$ cat src/rtl/ptt_pkg.sv
// Shared types and constants for the pan/tilt tracking controller.
package ptt_pkg;

	localparam int ANG_W  = 24;
	localparam int ACC_W  = 28;
	localparam int ERR_W  = 11;
	localparam int PA_W   = 29;
	localparam int PB_W   = 25;
	localparam int PROD_W = PA_W + PB_W;
	localparam int SUM_W  = 56;
	localparam int POS_W  = 34;

	localparam logic [ANG_W-1:0] ANG_MAX  = 24'd11796480;
	localparam logic [ANG_W-1:0] ANG_FLIP = 24'd5898240;
	localparam logic signed [PA_W-1:0] ACC_LIM = 29'sd65536000;
	localparam logic signed [PB_W-1:0] K_03 = 25'sd19661;
	localparam logic signed [PB_W-1:0] K_09 = 25'sd58982;

	localparam logic [23:0] RST_GAIN_P     = 24'd218104;
	localparam logic [23:0] RST_GAIN_I     = 24'd1678;
	localparam logic [23:0] RST_GAIN_D     = 24'd587203;
	localparam logic [7:0]  RST_DEAD_BAND  = 8'd5;
	localparam logic [15:0] RST_LOST_LIMIT = 16'd30;
	localparam logic [15:0] RST_HOME_GAIN  = 16'd6554;
	localparam logic [23:0] RST_HOME_PAN   = 24'd5898240;
	localparam logic [23:0] RST_HOME_TILT  = 24'd5898240;

	localparam logic [1:0] MODE_TRACK = 2'd0;
	localparam logic [1:0] MODE_HOLD  = 2'd1;
	localparam logic [1:0] MODE_HOME  = 2'd2;

	localparam logic [1:0] OP_ACC = 2'd0;
	localparam logic [1:0] OP_P   = 2'd1;
	localparam logic [1:0] OP_I   = 2'd2;
	localparam logic [1:0] OP_D   = 2'd3;

	typedef enum logic [2:0] {
		REG_GAIN_P,
		REG_GAIN_I,
		REG_GAIN_D,
		REG_DEAD_BAND,
		REG_LOST_LIMIT,
		REG_HOME_GAIN,
		REG_HOME_PAN,
		REG_HOME_TILT
	} reg_idx_t;

	typedef struct packed {
		logic [23:0] gain_p;
		logic [23:0] gain_i;
		logic [23:0] gain_d;
		logic [7:0]  dead_band;
		logic [15:0] lost_limit;
		logic [15:0] home_gain;
		logic [23:0] home_pan;
		logic [23:0] home_tilt;
	} cfg_t;

	typedef enum logic [1:0] {
		ST_IDLE,
		ST_PID,
		ST_HOME,
		ST_DONE
	} state_t;

endpackage

$ cat src/rtl/ptt_mul.sv
// Shared signed multiplier with registered product.
module ptt_mul (
	input  logic                                clk,
	input  logic signed [ptt_pkg::PA_W-1:0]     op_a,
	input  logic signed [ptt_pkg::PB_W-1:0]     op_b,
	output logic signed [ptt_pkg::PROD_W-1:0]   prod
);
	import ptt_pkg::*;

	logic signed [PROD_W-1:0] prod_q;

	always_ff @(posedge clk) begin
		prod_q <= PROD_W'(op_a) * PROD_W'(op_b);
	end

	assign prod = prod_q;

endmodule

$ cat config.mk
export PLATFORM = sky130hd
export DESIGN_NAME = ptt_mul
export DESIGN_NICKNAME = d
export VERILOG_FILES = /design/src/rtl/ptt_pkg.sv /design/src/rtl/ptt_mul.sv
export SDC_FILE = /design/constraint.sdc
export NUM_CORES = 2
export LEC_CHECK = 0
export ABC_CLOCK_PERIOD_IN_PS = 23000
export BUFFER_PORTS_ARGS = -buffer_cell sky130_fd_sc_hd__buf_2
export CAP_MARGIN = 0
export CORE_MARGIN = 5
export CORE_UTILIZATION = 30
export DETAILED_ROUTE_END_ITERATION = 8
export PLACE_DENSITY = 0.5
export SLEW_MARGIN = 20
export SYNTH_ARGS = -nofsm -noshare
export SYNTH_HDL_FRONTEND = slang
export SYNTH_SLANG_ARGS = --single-unit
$ cat constraint.sdc
create_clock -name clk -period 23 [get_ports clk]
set_input_delay 3.45 -clock clk [delete_from_list [all_inputs] [get_ports clk]]
set_output_delay 3.45 -clock clk [all_outputs]
set_load 0.02 [all_outputs]
==> metrics <==
Least-Margin Pin Slew ~920 ps; DIE HEIGHT 310 um; EDFF count, synth 0; Ys Warns 0; simple-gate portion of the synthesized area 15.3%; final RePlAce weighted congestion 0.800; Final #Nets 3803; initial antenna violation count 9; max reg flops 54; vias between 15000 and 20000; Avg Inst Size Synth 9.42 um2; Setup WS post-layout 12480 ps; DR WL/cell 17.8 um; Compound-Gate Fraction of Synth Area under 10%; post-synth top area share 55.7%; vias in the first global route 20300; synthesis-stage register bit count 54; clock sink count 54; input/output buffers 108; # IOs 109; share of layout cells above drive strength 1 a little under 5%; post-route ant nets 0; post-synth cell types 50; Mapped Area 0.0269 mm2; Seq/Total Area, Yosys 4.01%; relative slew slack 38.5%; ys async rst share 0%; Total Wirelength just over 70 mm; Max stage delay on crit path 570 ps; Slew Limit Fails 0; Post-Syn Instances 2860; Worst Setup Start Kind primary input; Initial Util approximately 30%; via/cell ratio 4.49; GR Util All Layers roughly 16%; largest family of logic cells by synthesized area adder cells; Synth area leaders fa_1 (56%), inv_1 (10%), and2_1 (8.3%); Post-DP HPWL 58.6 mm; count leader, synth fa_1; die area 0.0959 mm2; Hold Fails Final Rpt 0; CTS root buf clkbuf_16; drt first pass iters 5; largest net degree at the start of global routing 31; DRC viols 0; Top cell by count, worst path fa_1; DIE WIDTH 310 um; Arr. time, crit path 10810 ps; ys flop type dfxtp_1; DR iter-0 viols about 730; setup TNS 0 ps; status finished, final reports clean; postcts setup bufs 0; Fmax 95.1 MHz; setup violators final 0; Post-Place Cell Area ~0.029 mm2; std cell rows 110; crit-path cells buf_2 -> nand2_1 -> fa_1 -> inv_1 -> fa_1 -> inv_1 -> fa_1 -> fa_1 -> fa_1 -> inv_1 -> fa_1 -> fa_1 -> ha_1 -> a21oi_1 -> a21boi_0 -> a311oi_1 -> a21oi_1 -> o21ai_0 -> o31a_1 -> o21ai_0 -> a21oi_1 -> xnor2_1; CTS buffer count 5; unrepaired setup endpoints after global routing no; Reg clk slew, reported paths 100 ps; post-CTS sizing 0; final instance area between 0.02 and 0.03 mm2; core area around 0.09 mm2; GR Overflow Total 0; most frequent cells after synthesis fa_1 (750), inv_1 (728), nand2_1 (380), and2_1 (357), ha_1 (149); Max Fanout on Critical Path 29; Post-CTS Hold Buffers 0; critical path's slowest cell fa_1; adder-cell share of the synthesized area 62.7%; worst min-delay path category primary input to register; Synthesized Nets 3814; mux contribution to synthesized area 0.0790%; cell taking the most area after synthesis fa_1; Period minus WS final 10520 ps; Area Growth Syn to Fin 6.50%; CTS tree yes; fin crit share 45.7%; clock buffer depth 2; Synth Area in XOR/XNOR slightly below 2%; Req. time, crit path roughly 23000 ps; Setup Crit Path Kind primary input to register; critical path endpoint category register; MaxCap Viol Count 0; first-pass GRT wire length 117 mm; pre-CTS WS 12120 ps; htree depth 2
[kinds of logic after synthesis]
family / count (synthesis)
DFF: 54
buffers and inverters: 866
adders and majority gates: 899
muxes: 2
xor gates and xnor gates: 61
AOI/OAI and AO/OA: 161
and+or+nand+nor: 817
[path summary, 6_finish.rpt]
kind / startpoint / to / slack (ps) / depth (start not counted)
worst max-delay path: op_b[5] / prod[39] / 12480 / 22
worst min-delay path: op_a[0] / prod[0] / 3670 / 3
[cell type report]
type,instances,area [um2]
Fill cell,9412,60900
Multi-Input combinational cell,1940,22600
Inverter,728,2730
Tap cell,1176,1470
Sequential cell,54,1080
Timing Repair Buffer,120,631
Clock buffer,5,125
Clock inverter,3,28.8
Antenna cell,5,12.5
[worst max-delay path, delay by kind of cell]
family          cells  cell delay (ps)
fa+ha+maj           8             3850
buf+inv             4              700
compound gates      8             2470
xor+xnor            1              130
simple gates        1              190
[through the flow]
| step | cells | util [%] | hold slack (ps) |
|---|---|---|---|
| global placement | 4018 | 31.8 | 3870 |
| global route | 4026 | 32.0 | 3670 |
| finish | 4031 | 32.0 | 3670 |
| floorplan | 2860 | - | 3580 |
| CTS | 4026 | 32.0 | 3640 |
| detailed placement | 4018 | 31.8 | 3870 |
[metal layers]
layer / vias up / wire, um / track usage [%]
met5: - / 41 / 0
met4: 6 / 1160 / 2.70
met3: 61 / 2770 / 2.20
met2: 292 / 37000 / 28.1
met1: 9603 / 30700 / 20.8
li1: 8139 / - / -
[layout by cell type, fill, tap and decap left out, drive strengths merged, types with 3 or more instances in the layout]
master / synthesis / final
a21o: 19 / 19
nand3: 10 / 10
diode: 0 / 5
and3: 8 / 8
a21oi: 50 / 50
ha: 149 / 149
clkbuf: 135 / 5
nor3: 3 / 3
nand2b: 10 / 10
o211ai: 4 / 4
o21a: 6 / 6
a31oi: 10 / 10
fa: 750 / 750
dfxtp: 54 / 54
o21ai: 33 / 33
inv: 728 / 729
buf: 3 / 120
xnor2: 42 / 42
nor2b: 27 / 27
xor2: 19 / 19
o21bai: 9 / 9
nor2: 14 / 14
a32oi: 3 / 3
nand4: 3 / 3
nand2: 380 / 380
a221oi: 5 / 5
and2: 357 / 357
Power is left out: the tool's default activity adds up to more than one toggle a clock period on the data nets, which glitch-free logic cannot reach.
