$ cat src/rtl/ptt_pkg.sv
// Shared types and constants for the pan/tilt tracking controller.
package ptt_pkg;

	localparam int ANG_W  = 24;
	localparam int ACC_W  = 28;
	localparam int ERR_W  = 11;
	localparam int PA_W   = 29;
	localparam int PB_W   = 25;
	localparam int PROD_W = PA_W + PB_W;
	localparam int SUM_W  = 56;
	localparam int POS_W  = 34;

	localparam logic [ANG_W-1:0] ANG_MAX  = 24'd11796480;
	localparam logic [ANG_W-1:0] ANG_FLIP = 24'd5898240;
	localparam logic signed [PA_W-1:0] ACC_LIM = 29'sd65536000;
	localparam logic signed [PB_W-1:0] K_03 = 25'sd19661;
	localparam logic signed [PB_W-1:0] K_09 = 25'sd58982;

	localparam logic [23:0] RST_GAIN_P     = 24'd218104;
	localparam logic [23:0] RST_GAIN_I     = 24'd1678;
	localparam logic [23:0] RST_GAIN_D     = 24'd587203;
	localparam logic [7:0]  RST_DEAD_BAND  = 8'd5;
	localparam logic [15:0] RST_LOST_LIMIT = 16'd30;
	localparam logic [15:0] RST_HOME_GAIN  = 16'd6554;
	localparam logic [23:0] RST_HOME_PAN   = 24'd5898240;
	localparam logic [23:0] RST_HOME_TILT  = 24'd5898240;

	localparam logic [1:0] MODE_TRACK = 2'd0;
	localparam logic [1:0] MODE_HOLD  = 2'd1;
	localparam logic [1:0] MODE_HOME  = 2'd2;

	localparam logic [1:0] OP_ACC = 2'd0;
	localparam logic [1:0] OP_P   = 2'd1;
	localparam logic [1:0] OP_I   = 2'd2;
	localparam logic [1:0] OP_D   = 2'd3;

	typedef enum logic [2:0] {
		REG_GAIN_P,
		REG_GAIN_I,
		REG_GAIN_D,
		REG_DEAD_BAND,
		REG_LOST_LIMIT,
		REG_HOME_GAIN,
		REG_HOME_PAN,
		REG_HOME_TILT
	} reg_idx_t;

	typedef struct packed {
		logic [23:0] gain_p;
		logic [23:0] gain_i;
		logic [23:0] gain_d;
		logic [7:0]  dead_band;
		logic [15:0] lost_limit;
		logic [15:0] home_gain;
		logic [23:0] home_pan;
		logic [23:0] home_tilt;
	} cfg_t;

	typedef enum logic [1:0] {
		ST_IDLE,
		ST_PID,
		ST_HOME,
		ST_DONE
	} state_t;

endpackage

$ cat src/rtl/ptt_cfg.sv
// Configuration register file with reset defaults.
module ptt_cfg (
	input  logic               clk,
	input  logic               arst_n,
	input  logic               cfg_wr_en,
	input  logic [2:0]         cfg_addr,
	input  logic [23:0]        cfg_wdata,
	output ptt_pkg::cfg_t      cfg
);
	import ptt_pkg::*;

	cfg_t cfg_q;

	always_ff @(posedge clk or negedge arst_n) begin
		if (!arst_n) begin
			cfg_q.gain_p     <= RST_GAIN_P;
			cfg_q.gain_i     <= RST_GAIN_I;
			cfg_q.gain_d     <= RST_GAIN_D;
			cfg_q.dead_band  <= RST_DEAD_BAND;
			cfg_q.lost_limit <= RST_LOST_LIMIT;
			cfg_q.home_gain  <= RST_HOME_GAIN;
			cfg_q.home_pan   <= RST_HOME_PAN;
			cfg_q.home_tilt  <= RST_HOME_TILT;
		end else if (cfg_wr_en) begin
			unique case (reg_idx_t'(cfg_addr))
				REG_GAIN_P:     cfg_q.gain_p     <= cfg_wdata;
				REG_GAIN_I:     cfg_q.gain_i     <= cfg_wdata;
				REG_GAIN_D:     cfg_q.gain_d     <= cfg_wdata;
				REG_DEAD_BAND:  cfg_q.dead_band  <= cfg_wdata[7:0];
				REG_LOST_LIMIT: cfg_q.lost_limit <= cfg_wdata[15:0];
				REG_HOME_GAIN:  cfg_q.home_gain  <= cfg_wdata[15:0];
				REG_HOME_PAN:   cfg_q.home_pan   <= cfg_wdata;
				REG_HOME_TILT:  cfg_q.home_tilt  <= cfg_wdata;
				default: ;
			endcase
		end
	end

	assign cfg = cfg_q;

endmodule

$ cat config.mk
export PLATFORM = sky130hd
export DESIGN_NAME = ptt_cfg
export DESIGN_NICKNAME = d
export VERILOG_FILES = /design/src/rtl/ptt_pkg.sv /design/src/rtl/ptt_cfg.sv
export SDC_FILE = /design/constraint.sdc
export NUM_CORES = 1
export LEC_CHECK = 0
export ABC_CLOCK_PERIOD_IN_PS = 1700
export BUFFER_PORTS_ARGS = -buffer_cell sky130_fd_sc_hd__clkbuf_2
export CORE_UTILIZATION = 50
export CTS_CLUSTER_SIZE = 8
export DETAILED_ROUTE_END_ITERATION = 6
export PLACE_DENSITY = 0.75
export SKIP_LAST_GASP = 1
export SYNTH_ARGS = -nofsm -noshare
export SYNTH_HDL_FRONTEND = slang
export SYNTH_SLANG_ARGS = --single-unit
$ cat constraint.sdc
create_clock -name clk -period 1.7 [get_ports clk]
set_clock_uncertainty 0.1 [all_clocks]
set_input_delay 0.34 -clock clk [delete_from_list [all_inputs] [get_ports clk]]
set_output_delay 0.34 -clock clk [all_outputs]
set_load 0.02 [all_outputs]
==> results of run 1 <==
## stage by stage
step                hold slack, ns   util  total power, W  setup TNS (ns)
floorplan                  -0.0556      -         0.00722               0
global placement             0.145  0.624         0.00843          -0.348
detailed placement           0.149  0.624         0.00856           -2.73
CTS                         0.0900  0.673          0.0123               0
global route                 0.113  0.673          0.0126               0
finish                       0.117  0.673          0.0121               0
## cells in the final DEF, fill, tap and decap left out
cell / instances
nand4b_1: 1
clkbuf_8: 7
nor4bb_4: 3
nor4b_4: 1
dfstp_2: 49
mux2_4: 10
clkinv_2: 4
buf_6: 1
buf_12: 11
nand4_2: 1
buf_4: 11
clkbuf_1: 3
bufinv_16: 1
mux2_2: 150
clkbuf_2: 188
dfrtp_1: 111
clkbuf_16: 17
dlygate4sd3_1: 1
nand4b_2: 2
## where the power goes
group | total, W | switching, W | internal [W]
registers | 0.00529 | 0.000454 | 0.00484
logic | 0.00317 | 0.00188 | 0.00128
clock network | 0.00367 | 0.00139 | 0.00228
## area by class of cell
cell class | instances | area (um^2) | area share
repair buffers | 212 | 1260 | 0.156
flip-flops and latches | 160 | 4070 | 0.503
well taps | 147 | 184 | 0.0227
clock buffers | 27 | 533 | 0.0659
multi-input cells | 168 | 1990 | 0.246
clock inverters | 5 | 50.0 | 0.00619
## cell families after synthesis
kind of cell / count (synthesis) / share of synthesized area
buffers and inverters: 19 / 0.0248
DFF: 160 / 0.660
muxes: 160 / 0.298
and+or+nand+nor: 8 / 0.0171
## layer usage
layer,part of all wire,vias to the layer above,GRT usage
met1,0.41,1899,0.288
met4,0.019,0,0.0982
met5,0,-,0
met3,0.056,22,0.0691
li1,-,1666,-
met2,0.51,107,0.383
## worst paths after layout
path | startpoint | to | slack [ns] | depth (start not counted)
worst max-delay path | cfg[102] | cfg[102] | 0.13 | 1
worst min-delay path | cfg_wdata[18] | cfg[42] | 0.12 | 2
worst max register to register | cfg[21] | cfg[21] | 0.81 | 1
worst min register to register | cfg[87] | cfg[87] | 0.40 | 1
max in group asynchronous | arst_n | cfg[107] | 0.55 | 3
min in group asynchronous | arst_n | cfg[16] | 0.28 | 2
## repair_timing
| item | in CTS | in global routing |
|---|---|---|
| endpoints found under the hold margin | 30 | 0 |
| hold buffers | 1 | 0 |
| setup buffers | 0 | 0 |
==> qor_table.md, run 1 <==
| Metric | Reported | Unit |
| --- | --- | --- |
| Outcome | finished, final reports clean | - |
| Resize count post-CTS | 0 | - |
| Clock tree from TritonCTS | done | - |
| Largest net degree at the start of global routing | 51 | - |
| Remaining global-route overflow | 0 | - |
| Synthesis warning total | 0 | - |
| Vertical die dimension | 113 | um |
| # clock sinks | 160 | - |
| Worst setup slack after layout | 0.126 | ns |
| Type of the worst min-delay path | primary input to flop | - |
| Area share of the largest cell type after synthesis | 0.451 | - |
| H-tree levels | 4 | - |
| DP Wirelength | 9.90 | mm |
| Number of synthesized flops with an enable pin | 0 | - |
| Class of the most critical setup path | flop to primary output | - |
| Time the worst path needs with I/O delays and setup | 1.57 | ns |
| Net count of the mapped netlist | 377 | - |
| Crit end category | primary output | - |
| Last weighted congestion value of the routability-driven placer | 0.726 | - |
| Static leakage power | 3.86 | nW |
| Filler Cells Inserted | 865 | - |
| CP max stage cell | dfstp_2 | - |
| Maximum clock path buffer count | 2 | - |
| CP Data Required Time | 1.26 | ns |
| Final non-filler cell total | 719 | - |
| Largest register FFs | 160 | - |
| Die Outline Area | 12,800 | um^2 |
| Max-cap violation count | 0 | - |
| Most frequent cell after synthesis | mux2_2 | - |
| Via count of the first global-routing pass | 3,902 | - |
| Nets | 589 | - |
| Primary FF master, synth | dfrtp_1 | - |
| Number of distinct library cell variants in the gate-level netlist after synthesis | 12 | - |
| Critical path, cell by cell | clkbuf_2 | - |
| Maximum frequency from static timing analysis | 635 | MHz |
| Global-route total usage across every layer | 0.233 | - |
| Mean routed wirelength per cell | 19.2 | um |
| Arr. time, crit path | 1.13 | ns |
| Startpoint Class | flop | - |
| Cell area after layout | 8090 | um^2 |
| Clock-pin slew of the registers on the worst-case setup and hold paths | 0.06 | ns |
| Core footprint | 12,000 | um^2 |
| Num ports | 190 | - |
| Post-Place Cells | 686 | - |
| Setup repair after global routing missed its margin | false | - |
| Number of antenna cells inserted | 0 | - |
| Actual transition at the worst max-transition pin | 0.336 | ns |
| Total number of placement rows | 40 | - |
| Maximum resistive drop on vdd | 0.757 | mV |
| Leading cell types by count after synthesis | mux2_2 (150), dfrtp_1 (111), dfstp_2 (49) | - |
| Area leader, netlist | dfrtp_1 | - |
| Clock latency on the worst-skew pair | 0.41 | ns |
| Kind of cell with the highest combined delay on the critical path | flip-flops | - |
| Count of nets left with antenna violations after detail routing | 0 | - |
| Routed wire length | 13.8 | mm |
| Die width | 113 | um |
| Number of standard cells after synthesis | 347 | - |
| Root buf cell | clkbuf_16 | - |
| Placement-stage worst setup slack | -0.0845 | ns |
| Initial DRC count | 97 | - |
| Total via count after detailed routing | 3,694 | - |
| Worst max-slew margin expressed relative to the limit | 0.776 | - |
| Crit share post-route | 0.926 | - |
| Pwr per Cell Area | 1500 | nW/um^2 |
| Hold Fails Final Rpt | 0 | - |
| Proportion of layout cells with a drive suffix above 1 | 0.797 | - |
| Cell types with the largest area share after synthesis | dfrtp_1 (45%), mux2_2 (27%), dfstp_2 (21%), mux2_4 (2.4%), buf_6 (1.5%) | - |
| Initial antenna violation count | 0 | - |
| Final-report max-slew violation count | 0 | - |
| Portion of the post-synthesis area used by sequential elements | 0.660 | - |
| Register bit count reported by yosys | 160 | - |
| Cell Area, Synth | 6160 | um^2 |
| Final setup viols | 0 | - |
| Area Overhead vs Synth | 31.2 | % |
| Slowest cell delay on critical path | 0.54 | ns |
| Async set-reset flop share out of synthesis | 1.00 | - |
| DP Area | 7490 | um^2 |
| Global-route wire length before repair | 21.9 | mm |
| Number of vias per cell after detailed routing | 5.14 | - |
| Worst-path fanout max | 2 | - |
| Remaining design rule violation count | 0 | - |
| Initial Utilization | 0.513 | - |
| Count of buffers from port buffering | 189 | - |
| Post-Syn Area per Cell | 17.8 | um^2 |
| First-pass iteration count of the detailed router | 4 | - |
| Buffering stage count on the worst path with inverters included | 1 | - |
| Cts bufs inserted | 17 | - |
Power figures use the tool's default switching activity.
==> inputs of run 2 (changes only) <==
- MAX_ROUTING_LAYER: not set -> met4
==> run 2 against run 1 <==
Compared with the run above:
- fmax about the same
- wire length up 0.37%
- global-route usage grew 0.75 points
- die area did not move
- critical path depth stayed put
- non-clock buffer count unchanged
- setup slack about the same
- register-to-register slack about the same
- cell count is the same
- sequential cell count stayed put
- count of clock-buffer cells in the layout did not move
- design area stayed put
- critical endpoint unchanged
==> qor_table.md, run 2 (synthesis gave the netlist of run 1 again) <==
| Metric | Reported | Unit |
| --- | --- | --- |
| Total via count after detailed routing | 3,718 | - |
| Time the worst path needs with I/O delays and setup | 1.57 | ns |
| End of the worst hold path | cfg[42] | - |
| Area Overhead vs Synth | 31.2 | % |
| Core footprint | 12,000 | um^2 |
| Outcome | finished, final reports clean | - |
| Last weighted congestion value of the routability-driven placer | 0.735 | - |
| Maximum frequency from static timing analysis | 635 | MHz |
| Number of cells on the worst reg-to-reg path | 1 | - |
| Routed wire length | 13.9 | mm |
| Arr. time, crit path | 1.13 | ns |
| # clock sinks | 160 | - |
| Class of the most critical setup path | flop to primary output | - |
| Initial Utilization | 0.513 | - |
| Filler Cells Inserted | 865 | - |
| Mean routed wirelength per cell | 19.3 | um |
| Kind of cell with the highest combined delay on the critical path | flip-flops | - |
| Number of antenna cells inserted | 0 | - |
| Setup slack on the worst flop-to-flop path | 0.81 | ns |
| Max-cap violation count | 0 | - |
| CP max stage cell | dfstp_2 | - |
| Remaining design rule violation count | 0 | - |
| Worst-path fanout max | 2 | - |
| Post-Place Cells | 686 | - |
| Cts bufs inserted | 17 | - |
| Cell depth of the worst hold path | 2 | - |
| Number of vias per cell after detailed routing | 5.17 | - |
| Via count of the first global-routing pass | 3,899 | - |
| Area of combinational cells with multiple inputs | 1990 | um^2 |
| Largest register FFs | 160 | - |
| Actual transition at the worst max-transition pin | 0.336 | ns |
| DP Wirelength | 9.90 | mm |
| Final-report max-slew violation count | 0 | - |
| Leading cell type in the layout, fill and taps excluded | clkbuf_2 | - |
| Nets | 589 | - |
| Critical path, cell by cell | clkbuf_2 | - |
| First-pass iteration count of the detailed router | 4 | - |
| Initial antenna violation count | 0 | - |
| Die width | 113 | um |
| Setup repair after global routing missed its margin | false | - |
| H-tree levels | 4 | - |
| Proportion of layout cells with a drive suffix above 1 | 0.797 | - |
| Type of the worst min-delay path | primary input to flop | - |
| Hold Fails Final Rpt | 0 | - |
| Worst max-slew margin expressed relative to the limit | 0.776 | - |
| Count of buffers from port buffering | 189 | - |
| Critical R2R Capture | cfg[21] | - |
| Fin Setup TNS | 0 | ns |
| Global-route wire length before repair | 22.0 | mm |
| Worst hold start | cfg_wdata[18] | - |
| Maximum clock path buffer count | 2 | - |
| # Post-CTS Setup Buffers | 0 | - |
| Num ports | 190 | - |
| Remaining global-route overflow | 0 | - |
| Static leakage power | 3.86 | nW |
| Startpoint Class | flop | - |
| CP Data Required Time | 1.26 | ns |
| Largest net degree at the start of global routing | 51 | - |
| Buffering stage count on the worst path with inverters included | 1 | - |
| Most used cells in the layout excluding fill and tap cells | clkbuf_2 (188), mux2_2 (150), dfrtp_1 (111) | - |
| Slowest cell delay on critical path | 0.54 | ns |
| Count of nets left with antenna violations after detail routing | 0 | - |
| Maximum resistive drop on vdd | 0.762 | mV |
| Clock latency on the worst-skew pair | 0.41 | ns |
| Clock-pin slew of the registers on the worst-case setup and hold paths | 0.06 | ns |
| Crit Reg-Reg Startpoint | cfg[21] | - |
| Clock tree from TritonCTS | done | - |
| Global-route total usage across every layer | 0.241 | - |
| Die Outline Area | 12,800 | um^2 |
| Final setup viols | 0 | - |
| Final non-filler cell total | 719 | - |
| Crit share post-route | 0.926 | - |
| Crit end category | primary output | - |
| Reg area | 4070 | um^2 |
| Root buf cell | clkbuf_16 | - |
| Resize count post-CTS | 0 | - |
| Initial DRC count | 112 | - |
| Total number of placement rows | 40 | - |
| Vertical die dimension | 113 | um |
| Pwr per Cell Area | 1500 | nW/um^2 |
==> run 2: final cells by class <==
cell class              instances  area share
flip-flops and latches        160       0.503
multi-input cells             168       0.246
repair buffers                212       0.156
clock buffers                  27      0.0659
well taps                     147      0.0227
clock inverters                 5     0.00619
==> run 2: how the worst max path moves through the flow <==
stage	cells past startpoint	end	start	slack [ns]
after floorplan	4	cfg[147]	cfg_addr[1]	0.05
after global placement	4	cfg[77]	cfg_addr[0]	-0.02
final	1	cfg[102]	cfg[102]	0.13
after global routing	1	cfg[102]	cfg[102]	0.09
after CTS	1	cfg[102]	cfg[102]	0.10
after detailed placement	4	cfg[92]	cfg_addr[0]	-0.08
==> run 2: stage by stage <==
step / util / hold WS (ns) / total power (W) / cell area [um^2] / setup slack (ns)
finish: 0.673 / 0.117 / 0.0121 / 8090 / 0.126
global route: 0.673 / 0.112 / 0.0126 / 8090 / 0.0925
CTS: 0.673 / 0.0900 / 0.0123 / 8090 / 0.100
detailed placement: 0.624 / 0.149 / 0.00856 / 7490 / -0.0845
global placement: 0.624 / 0.145 / 0.00843 / 7490 / -0.0237
floorplan: - / -0.0556 / 0.00722 / 6160 / 0.0481
==> run 2: layer usage <==
layer  GRT usage  vias up  routed length (um)
met5           -        -                   0
met4      0.0982        0                 232
met3      0.0584       18                 646
met2       0.384      113                7120
met1       0.296     1919                5850
li1            -     1668                   -
==> run 2: repair_timing <==
item                       CTS  global route
hold buffers                 1             0
hold endpoints to repair    30             0
setup endpoints to repair    0             0
==> run 2: power by group <==
part,leakage (nW),internal (W),switching [W]
Sequential,1.85,0.00484,0.000453
Combinational,1.72,0.00128,0.00189
Clock,0.293,0.00228,0.00139
Total,3.86,0.00840,0.00373
